[config.mk]
export PLATFORM = sky130hd
export DESIGN_NAME = sha1_hash_engine_flat
export DESIGN_NICKNAME = d
export VERILOG_FILES = /design/src/sha1_pkg.sv /design/src/sha1_if.sv /design/src/sha1_hash_engine.sv /design/src/sha1_front.sv /design/src/sha1_back.sv /design/src/flat_wrapper.sv
export SDC_FILE = /design/constraint.sdc
export NUM_CORES = 2
export LEC_CHECK = 0
export BUFFER_PORTS_ARGS = -buffer_cell sky130_fd_sc_hd__buf_2
export CAP_MARGIN = 20
export CORE_MARGIN = 10
export CORE_UTILIZATION = 45
export CTS_BUF_LIST = sky130_fd_sc_hd__clkbuf_4
export DETAILED_ROUTE_END_ITERATION = 8
export PLACE_DENSITY_LB_ADDON = 0.12
export SLEW_MARGIN = 20
export SYNTH_ARGS = -nofsm -noshare
export SYNTH_HDL_FRONTEND = slang
export SYNTH_SLANG_ARGS = --single-unit
[constraint.sdc]
create_clock -name i_clk -period 15.8 [get_ports i_clk]
set_input_delay 2.37 -clock i_clk [delete_from_list [all_inputs] [get_ports i_clk]]
set_output_delay 2.37 -clock i_clk [all_outputs]
set_load 0.05 [all_outputs]
[src/sha1_pkg.sv]
// Package for the SHA-1 engine: constants, queue entry type, round helpers.
// No dependencies.
`default_nettype none
package sha1_pkg;

    localparam logic [31:0] K0 = 32'h5A827999;
    localparam logic [31:0] K1 = 32'h6ED9EBA1;
    localparam logic [31:0] K2 = 32'h8F1BBCDC;
    localparam logic [31:0] K3 = 32'hCA62C1D6;

    localparam logic [31:0] IV0 = 32'h67452301;
    localparam logic [31:0] IV1 = 32'hEFCDAB89;
    localparam logic [31:0] IV2 = 32'h98BADCFE;
    localparam logic [31:0] IV3 = 32'h10325476;
    localparam logic [31:0] IV4 = 32'hC3D2E1F0;

    localparam logic [7:0] PAD_BYTE = 8'h80;
    localparam logic [5:0] LEN_POS  = 6'd56;
    localparam int         QDEPTH   = 2;
    localparam int         QAW      = $clog2(QDEPTH);

    // Front-end classified item.
    typedef struct packed {
        logic [31:0] data;
        logic [2:0]  cnt;
        logic        last;
    } t_item;

    typedef enum logic [2:0] {
        S_IDLE,
        S_BYTE,
        S_COMP,
        S_PAD,
        S_OUT
    } t_state;

    function automatic logic [31:0] rnd_f(input logic [6:0] r, input logic [31:0] b,
                                          input logic [31:0] c, input logic [31:0] d);
        logic [31:0] f;
        if (r < 7'd20)      f = (b & c) | (~b & d);
        else if (r < 7'd40) f = b ^ c ^ d;
        else if (r < 7'd60) f = (b & c) | (b & d) | (c & d);
        else                f = b ^ c ^ d;
        return f;
    endfunction

    function automatic logic [31:0] rnd_k(input logic [6:0] r);
        logic [31:0] k;
        if (r < 7'd20)      k = K0;
        else if (r < 7'd40) k = K1;
        else if (r < 7'd60) k = K2;
        else                k = K3;
        return k;
    endfunction

endpackage
`default_nettype wire

[src/sha1_if.sv]
// Valid/ready channel interfaces for the SHA-1 engine.
// Depends on nothing.
`default_nettype none
interface sha1_in_if;
    logic        valid;
    logic        ready;
    logic [31:0] data_word;
    logic [2:0]  byte_count;
    logic        is_last;
    modport source (output valid, data_word, byte_count, is_last, input ready);
    modport sink   (input valid, data_word, byte_count, is_last, output ready);
endinterface

interface sha1_out_if;
    logic        valid;
    logic        ready;
    logic [31:0] digest_word;
    logic [2:0]  word_index;
    logic        last_word;
    modport source (output valid, digest_word, word_index, last_word, input ready);
    modport sink   (input valid, digest_word, word_index, last_word, output ready);
endinterface
`default_nettype wire

[src/sha1_hash_engine.sv]
// Top level of the SHA-1 engine: front-end queue and compression back end.
// Depends on sha1_pkg, sha1_if, sha1_front and sha1_back.
//
// Streaming SHA-1: each item carries up to four big-endian message bytes; the
// item with is_last gets padded and yields five digest items, word 0 first.
// The back end takes an item, packs its bytes one per cycle and then closes it;
// each full 64-byte block pauses the packing for the single shared round unit
// (80 rounds and the fold), during which no item is taken. The last item adds
// one padding byte per cycle to the end of one or two blocks, each compressed in
// the same way, and then the five digest items go out, held while not ready.
// A two-entry queue in front decouples input from the core.
`default_nettype none
module sha1_hash_engine (
    input  wire         i_clk,
    input  wire         i_rst_n,
    sha1_in_if.sink     i_in,
    sha1_out_if.source  o_out
);
    sha1_pkg::t_item item;
    logic item_valid, item_pop;

    sha1_front u_front (
        .i_clk, .i_rst_n, .i_in,
        .o_item(item), .o_item_valid(item_valid), .i_item_pop(item_pop)
    );

    sha1_back u_back (
        .i_clk, .i_rst_n,
        .i_item(item), .i_item_valid(item_valid), .o_item_pop(item_pop),
        .o_out
    );

`ifndef ASSERT_OFF
    a_pop_valid: assert property (@(posedge i_clk) disable iff (!i_rst_n)
        item_pop |-> item_valid) else $error("pop from empty queue");
    a_last_idx: assert property (@(posedge i_clk) disable iff (!i_rst_n)
        o_out.valid && o_out.last_word |-> o_out.word_index == 3'd4)
        else $error("last word index");
`endif
endmodule
`default_nettype wire

[src/sha1_front.sv]
// Front end: accepts input items, clamps byte count, queues them.
// Depends on sha1_pkg and sha1_in_if.
`default_nettype none
module sha1_front (
    input  wire            i_clk,
    input  wire            i_rst_n,
    sha1_in_if.sink        i_in,
    output sha1_pkg::t_item o_item,
    output logic           o_item_valid,
    input  wire            i_item_pop
);
    sha1_pkg::t_item r_q [sha1_pkg::QDEPTH];
    logic [sha1_pkg::QAW-1:0] r_wp, r_rp;
    logic [sha1_pkg::QAW:0]   r_cnt;
    logic push;

    assign i_in.ready   = (r_cnt != (sha1_pkg::QAW+1)'(sha1_pkg::QDEPTH));
    assign push         = i_in.valid && i_in.ready;
    assign o_item_valid = (r_cnt != '0);
    assign o_item       = r_q[r_rp];

    always_ff @(posedge i_clk) begin
        if (push) begin
            r_q[r_wp].data <= i_in.data_word;
            r_q[r_wp].cnt  <= (i_in.byte_count > 3'd4) ? 3'd4 : i_in.byte_count;
            r_q[r_wp].last <= i_in.is_last;
        end
        if (!i_rst_n) begin
            r_wp  <= '0;
            r_rp  <= '0;
            r_cnt <= '0;
        end else begin
            if (push) r_wp <= r_wp + 1'b1;
            if (i_item_pop) r_rp <= r_rp + 1'b1;
            r_cnt <= r_cnt + (push ? 1'b1 : 1'b0) - (i_item_pop ? 1'b1 : 1'b0);
        end
    end
endmodule
`default_nettype wire

[src/sha1_back.sv]
// Back end: byte packing, padding, 80-round compression, digest output.
// Depends on sha1_pkg and sha1_out_if.
`default_nettype none
module sha1_back (
    input  wire             i_clk,
    input  wire             i_rst_n,
    input  sha1_pkg::t_item i_item,
    input  wire             i_item_valid,
    output logic            o_item_pop,
    sha1_out_if.source      o_out
);
    sha1_pkg::t_state r_st, n_st;
    logic [31:0] r_h [5];
    logic [31:0] r_w [16];
    logic [31:0] r_a, r_b, r_c, r_d, r_e;
    logic [5:0]  r_pos;
    logic [63:0] r_len, r_flen;
    logic [6:0]  r_rnd;
    logic [2:0]  r_bi;
    logic [2:0]  r_oi;
    logic        r_pad;
    logic        r_mark;
    logic        r_fin;
    sha1_pkg::t_item r_it;

    logic [7:0]  cur_byte;
    logic [31:0] wx, wnew, tnew, wput;
    logic [3:0]  wi;
    logic        byte_full;
    logic        have_byte;

    assign wi        = r_pos[5:2];
    assign byte_full = (r_pos == 6'd63);
    assign have_byte = (r_bi < r_it.cnt);

    always_comb begin
        if (r_st == sha1_pkg::S_PAD) begin
            if (!r_mark)
                cur_byte = sha1_pkg::PAD_BYTE;
            else if (r_fin && r_pos >= sha1_pkg::LEN_POS)
                cur_byte = r_flen[{~r_pos[2:0], 3'b000} +: 8];
            else
                cur_byte = 8'h00;
        end else begin
            cur_byte = r_it.data[{~r_bi[1:0], 3'b000} +: 8];
        end
    end

    assign wput = (r_pos[1:0] == 2'd0) ? {cur_byte, 24'd0} :
                  (r_w[wi] | ({24'd0, cur_byte} << {~r_pos[1:0], 3'b000}));

    assign wx   = r_w[13] ^ r_w[8] ^ r_w[2] ^ r_w[0];
    assign wnew = {wx[30:0], wx[31]};
    assign tnew = {r_a[26:0], r_a[31:27]} + sha1_pkg::rnd_f(r_rnd, r_b, r_c, r_d) +
                  r_e + sha1_pkg::rnd_k(r_rnd) + r_w[0];

    assign o_item_pop        = (r_st == sha1_pkg::S_IDLE) && i_item_valid;
    assign o_out.valid       = (r_st == sha1_pkg::S_OUT);
    assign o_out.digest_word = r_h[r_oi];
    assign o_out.word_index  = r_oi;
    assign o_out.last_word   = (r_oi == 3'd4);

    always_comb begin
        n_st = r_st;
        unique case (r_st)
            sha1_pkg::S_IDLE: if (i_item_valid) n_st = sha1_pkg::S_BYTE;
            sha1_pkg::S_BYTE: begin
                if (have_byte) begin
                    if (byte_full) n_st = sha1_pkg::S_COMP;
                end else begin
                    n_st = r_it.last ? sha1_pkg::S_PAD : sha1_pkg::S_IDLE;
                end
            end
            sha1_pkg::S_PAD: if (byte_full) n_st = sha1_pkg::S_COMP;
            sha1_pkg::S_COMP: begin
                if (r_rnd == 7'd80) begin
                    if (!r_pad)     n_st = sha1_pkg::S_BYTE;
                    else if (r_fin) n_st = sha1_pkg::S_OUT;
                    else            n_st = sha1_pkg::S_PAD;
                end
            end
            sha1_pkg::S_OUT: if (o_out.ready && r_oi == 3'd4) n_st = sha1_pkg::S_IDLE;
            default: n_st = sha1_pkg::S_IDLE;
        endcase
    end

    always_ff @(posedge i_clk) begin
        if (!i_rst_n) r_st <= sha1_pkg::S_IDLE;
        else          r_st <= n_st;
    end

    // r_pad: padding under way; r_mark: 0x80 placed; r_fin: block being filled holds the length
    always_ff @(posedge i_clk) begin
        if (!i_rst_n) begin
            r_pos  <= '0;
            r_len  <= '0;
            r_rnd  <= '0;
            r_bi   <= '0;
            r_oi   <= '0;
            r_pad  <= 1'b0;
            r_mark <= 1'b0;
            r_fin  <= 1'b0;
            r_h[0] <= sha1_pkg::IV0; r_h[1] <= sha1_pkg::IV1; r_h[2] <= sha1_pkg::IV2;
            r_h[3] <= sha1_pkg::IV3; r_h[4] <= sha1_pkg::IV4;
        end else begin
            unique case (r_st)
                sha1_pkg::S_IDLE: r_bi <= '0;
                sha1_pkg::S_BYTE: begin
                    r_rnd <= '0;
                    if (have_byte) begin
                        r_pos <= r_pos + 6'd1;
                        r_len <= r_len + 64'd8;
                        r_bi  <= r_bi + 3'd1;
                    end else if (r_it.last) begin
                        r_pad <= 1'b1;
                    end
                end
                sha1_pkg::S_PAD: begin
                    r_rnd <= '0;
                    r_pos <= r_pos + 6'd1;
                    if (!r_mark) begin
                        r_mark <= 1'b1;
                        if (r_pos < sha1_pkg::LEN_POS) r_fin <= 1'b1;
                    end
                end
                sha1_pkg::S_COMP: begin
                    if (r_rnd != 7'd80) begin
                        r_rnd <= r_rnd + 7'd1;
                    end else begin
                        r_h[0] <= r_h[0] + r_a; r_h[1] <= r_h[1] + r_b;
                        r_h[2] <= r_h[2] + r_c; r_h[3] <= r_h[3] + r_d;
                        r_h[4] <= r_h[4] + r_e;
                        if (r_pad) r_fin <= 1'b1;
                    end
                end
                sha1_pkg::S_OUT: if (o_out.ready) begin
                    if (r_oi == 3'd4) begin
                        r_oi <= '0;
                        r_h[0] <= sha1_pkg::IV0; r_h[1] <= sha1_pkg::IV1;
                        r_h[2] <= sha1_pkg::IV2; r_h[3] <= sha1_pkg::IV3;
                        r_h[4] <= sha1_pkg::IV4;
                        r_pos  <= '0;
                        r_len  <= '0;
                        r_pad  <= 1'b0;
                        r_mark <= 1'b0;
                        r_fin  <= 1'b0;
                    end else r_oi <= r_oi + 3'd1;
                end
                default: ;
            endcase
        end
    end

    always_ff @(posedge i_clk) begin
        unique case (r_st)
            sha1_pkg::S_IDLE: r_it <= i_item;
            sha1_pkg::S_BYTE: begin
                if (have_byte) r_w[wi] <= wput;
                else           r_flen  <= r_len;
                r_a <= r_h[0]; r_b <= r_h[1]; r_c <= r_h[2]; r_d <= r_h[3]; r_e <= r_h[4];
            end
            sha1_pkg::S_PAD: begin
                r_w[wi] <= wput;
                r_a <= r_h[0]; r_b <= r_h[1]; r_c <= r_h[2]; r_d <= r_h[3]; r_e <= r_h[4];
            end
            sha1_pkg::S_COMP: begin
                if (r_rnd != 7'd80) begin
                    r_e <= r_d; r_d <= r_c; r_c <= {r_b[1:0], r_b[31:2]};
                    r_b <= r_a; r_a <= tnew;
                    for (int j = 0; j < 15; j++) r_w[j] <= r_w[j+1];
                    r_w[15] <= wnew;
                end
            end
            default: ;
        endcase
    end
endmodule
`default_nettype wire
[src/flat_wrapper.sv]
// flat-port wrapper written by rule: the top's interface ports become plain ports
module sha1_hash_engine_flat 
  (i_clk, i_rst_n, i_in_valid, i_in_data_word, i_in_byte_count, i_in_is_last, i_in_ready, o_out_valid, o_out_digest_word, o_out_word_index, o_out_last_word, o_out_ready);
  sha1_in_if i_in_i ();
  sha1_out_if o_out_i ();
  input  wire i_clk;
  input  wire i_rst_n;
  input wire logic [$bits(i_in_i.valid)-1:0] i_in_valid;
  input wire logic [$bits(i_in_i.data_word)-1:0] i_in_data_word;
  input wire logic [$bits(i_in_i.byte_count)-1:0] i_in_byte_count;
  input wire logic [$bits(i_in_i.is_last)-1:0] i_in_is_last;
  output wire logic [$bits(i_in_i.ready)-1:0] i_in_ready;
  output wire logic [$bits(o_out_i.valid)-1:0] o_out_valid;
  output wire logic [$bits(o_out_i.digest_word)-1:0] o_out_digest_word;
  output wire logic [$bits(o_out_i.word_index)-1:0] o_out_word_index;
  output wire logic [$bits(o_out_i.last_word)-1:0] o_out_last_word;
  input wire logic [$bits(o_out_i.ready)-1:0] o_out_ready;
  assign i_in_i.valid = i_in_valid;
  assign i_in_i.data_word = i_in_data_word;
  assign i_in_i.byte_count = i_in_byte_count;
  assign i_in_i.is_last = i_in_is_last;
  assign i_in_ready = i_in_i.ready;
  assign o_out_valid = o_out_i.valid;
  assign o_out_digest_word = o_out_i.digest_word;
  assign o_out_word_index = o_out_i.word_index;
  assign o_out_last_word = o_out_i.last_word;
  assign o_out_i.ready = o_out_ready;
  sha1_hash_engine u_core (.i_clk(i_clk), .i_rst_n(i_rst_n), .i_in(i_in_i), .o_out(o_out_i));
endmodule
==> impl_metrics.env <==
export IMPL_status="finished, final reports clean"
export IMPL_hold_class="register to register"
export IMPL_synth_async_reset_ratio_pct=0
export IMPL_placed_cells=6986
export IMPL_cts_setup_buffers=0
export IMPL_synthCells=5297
export IMPL_row_count=135
export IMPL_drt_iter0_markers=3748
export IMPL_synth_nets=5667
export IMPL_routabilityCongestion=0.8696
export IMPL_syn_cell_area_um2=61060
export IMPL_core_um2=135100
export IMPL_critPathTopFamily="compound AO/OA/AOI/OAI gates"
export IMPL_worst_slew_pin_transition_ns=1.348
export IMPL_cts_buffers_inserted=329
export IMPL_start_util_pct=45.18
export IMPL_clk_pin_slew_worst_paths_ns=0.07
export IMPL_setup_tns_ns=0
export IMPL_p_leak_nw=26.88
export IMPL_grt_overflow=0
export IMPL_maxCapViolations=0
export IMPL_finalPower_mw=10.53
export IMPL_nets=5909
export IMPL_track_usage_pct=22.75
export IMPL_ir_drop_v=0.0001013
export IMPL_yosys_top_cells_count="nand2_1 (1301), edfxtp_1 (1001), inv_1 (273)"
export IMPL_hpwlAfterDp_um=112300
export IMPL_grt_pass1_wl_um=265400
export IMPL_wl_per_cell_um=22.91
export IMPL_crit_buf_inv=6
export IMPL_yosysUniqueCellTypes=79
export IMPL_ant_nets=0
export IMPL_synthFlopType="edfxtp_1"
export IMPL_syn_to_final_growth_pct=10.80
export IMPL_clockBufferDepth=4
export IMPL_dr_pass1_iters=5
export IMPL_die_area_um2=150800
export IMPL_cts_resized_gates=0
export IMPL_fin_crit_ns=7.226
export IMPL_io_pins=78
export IMPL_io_buffers=77
export IMPL_max_freq_ghz=0.1384
export IMPL_clk_insertion_delay_late_ns=1.27
export IMPL_yosys_warnings=0
export IMPL_cts_hold_buffers=0
export IMPL_root_buffer="clkbuf_4"
export IMPL_rsz0062_at_grt="false"
export IMPL_first_global_vias=43110
export IMPL_grt_max_degree=208
export IMPL_synth_most_common_cell="nand2_1"
export IMPL_synth_edff_count=1001
export IMPL_fin_cells=7547
export IMPL_post_route_period_util_pct=45.74
export IMPL_yosysTopAreaCellShare_pct=49.23
export IMPL_h_tree_depth=5
export IMPL_path_class="register to register"
export IMPL_die_h_um=388.4
export IMPL_grt_antenna_before_repair=3
export IMPL_vias_per_cell=5.630
export IMPL_start_kind="register"
export IMPL_setup_viol=0
export IMPL_cts_tree="done"
export IMPL_cpPeakStageDelay_ns=0.55
export IMPL_finalHoldViolations=0
export IMPL_final_util_pct=50.06
export IMPL_crit_slowest_cell="fa_1"
export IMPL_crit_path_frequent_cell="fa_1"
export IMPL_ys_seq_elements=1098
export IMPL_worst_setup_path_end_kind="register"
export IMPL_wl_um=172900
export IMPL_maxSlewViolCount=0
export IMPL_powerDensity_nw_per_um2=155.6
export IMPL_fin_skew_ns=0.08563
export IMPL_worstPathRequired_ns=16.70
export IMPL_cp_arrival_ns=8.13
export IMPL_avgSynthCellArea_um2=11.53
export IMPL_synth_area_leaders="edfxtp_1 (49%), nand2_1 (8.0%), mux4_2 (7.9%)"
export IMPL_drive_gt1_share_pct=17.87
export IMPL_route_detailed_drc=0
export IMPL_routed_via_count=42490
export IMPL_die_x_um=388.4
export IMPL_cts_sinks=1098
export IMPL_path_max_fanout=20
export IMPL_synth_top_cell_by_area="edfxtp_1"
export IMPL_relSlewSlack_pct=10.14
export IMPL_ys_seq_area_share_pct=52.41
## per-layer routing
metal	routed length (um)	GRT usage, %	vias up
met5	0	0	-
met4	5809	8.593	0
met3	10160	3.697	352
met2	81200	36.49	1439
met1	75740	31.00	21140
li1	-	-	19560
## layout make-up
class | count | area, um2
fillers | 12300 | 67480
flip-flops and latches | 1098 | 32020
multi-input cells | 3688 | 27400
clock buffers | 497 | 3731
well taps | 1781 | 2228
inverters | 278 | 1044
repair buffers | 144 | 925.9
clock inverters | 53 | 284.0
diodes | 8 | 20.02
## through the flow
step | setup WS [ns] | area (um2) | hold WS, ns
finish | 8.574 | 67650 | 0.4333
global route | 8.266 | 67650 | 0.4526
CTS | 8.548 | 67560 | 0.4174
detailed placement | 8.581 | 63550 | 0.4361
global placement | 8.695 | 63540 | 0.4315
floorplan | 7.645 | 61060 | 0.4172
## report_power, final
group | leakage, nW | switching [mW] | total, mW | internal [mW]
combinational | 14.8 | 2.30 | 3.80 | 1.50
sequential | 9.65 | 0.237 | 4.00 | 3.76
clock | 2.42 | 1.26 | 2.73 | 1.47
## state kept, by name, indices dropped and copies added (netlist names), named ones only
register and cells:
u_core.u_back.r_mark 1, u_core.u_front.r_q 72, u_core.u_back.r_a 32, u_core.u_back.r_b 32, u_core.u_back.r_h 160, u_core.u_back.r_it 36, u_core.u_back.r_c 32, u_core.u_back.r_len 61
u_core.u_front.r_rp 1, u_core.u_back.r_fin 1, u_core.u_front.r_cnt 2, u_core.u_back.o_out.word_index 3, u_core.u_back.r_rnd 7, u_core.u_back.r_pos 6, u_core.u_back.r_pad 1, u_core.u_back.r_bi 3
u_core.u_back.r_flen 61, u_core.u_back.r_d 32, u_core.u_back.r_w 512, u_core.u_front.r_wp 1, u_core.u_back.r_e 32, u_core.u_back.r_st 3
## worst paths after layout
kind	endpoint	slack [ns]	cells after the start	start
max	u_core.u_back.r_a[29]	8.57	26	u_core.u_back.r_rnd[2]
min reg2reg	u_core.u_back.r_flen[11]	0.43	0	u_core.u_back.r_len[11]
max reg2reg	u_core.u_back.r_a[29]	8.57	26	u_core.u_back.r_rnd[2]
min	u_core.u_back.r_flen[11]	0.43	0	u_core.u_back.r_len[11]
## cells by family (layout without fill, tap and decap cells)
family / count (synthesis) / count (layout) / synth area share [%]
compound gates: 827 / 827 / 8.822
xor+xnor: 327 / 327 / 4.691
fa+ha+maj: 330 / 330 / 8.299
buf+inv: 511 / 972 / 3.240
flops: 1098 / 1098 / 52.41
mux: 316 / 316 / 9.693
other cells: 0 / 8 / 0
simple gates: 1888 / 1888 / 12.84
## placed cells by master, fill, tap and decap left out, types with 74 or more instances in the layout
cell | netlist | layout
nand2_1 | 1301 | 1299
edfxtp_1 | 1001 | 1001
clkbuf_4 | 0 | 498
inv_1 | 273 | 273
nor2_1 | 261 | 253
a21o_1 | 220 | 220
mux4_2 | 213 | 213
ha_1 | 205 | 205
xnor2_1 | 192 | 192
o21ai_0 | 205 | 188
a21oi_1 | 175 | 175
xor2_1 | 135 | 135
fa_1 | 125 | 125
dfxtp_1 | 97 | 90
buf_2 | 41 | 77
nand3_1 | 75 | 74
No activity file was read; power rests on OpenSTA's default activity.
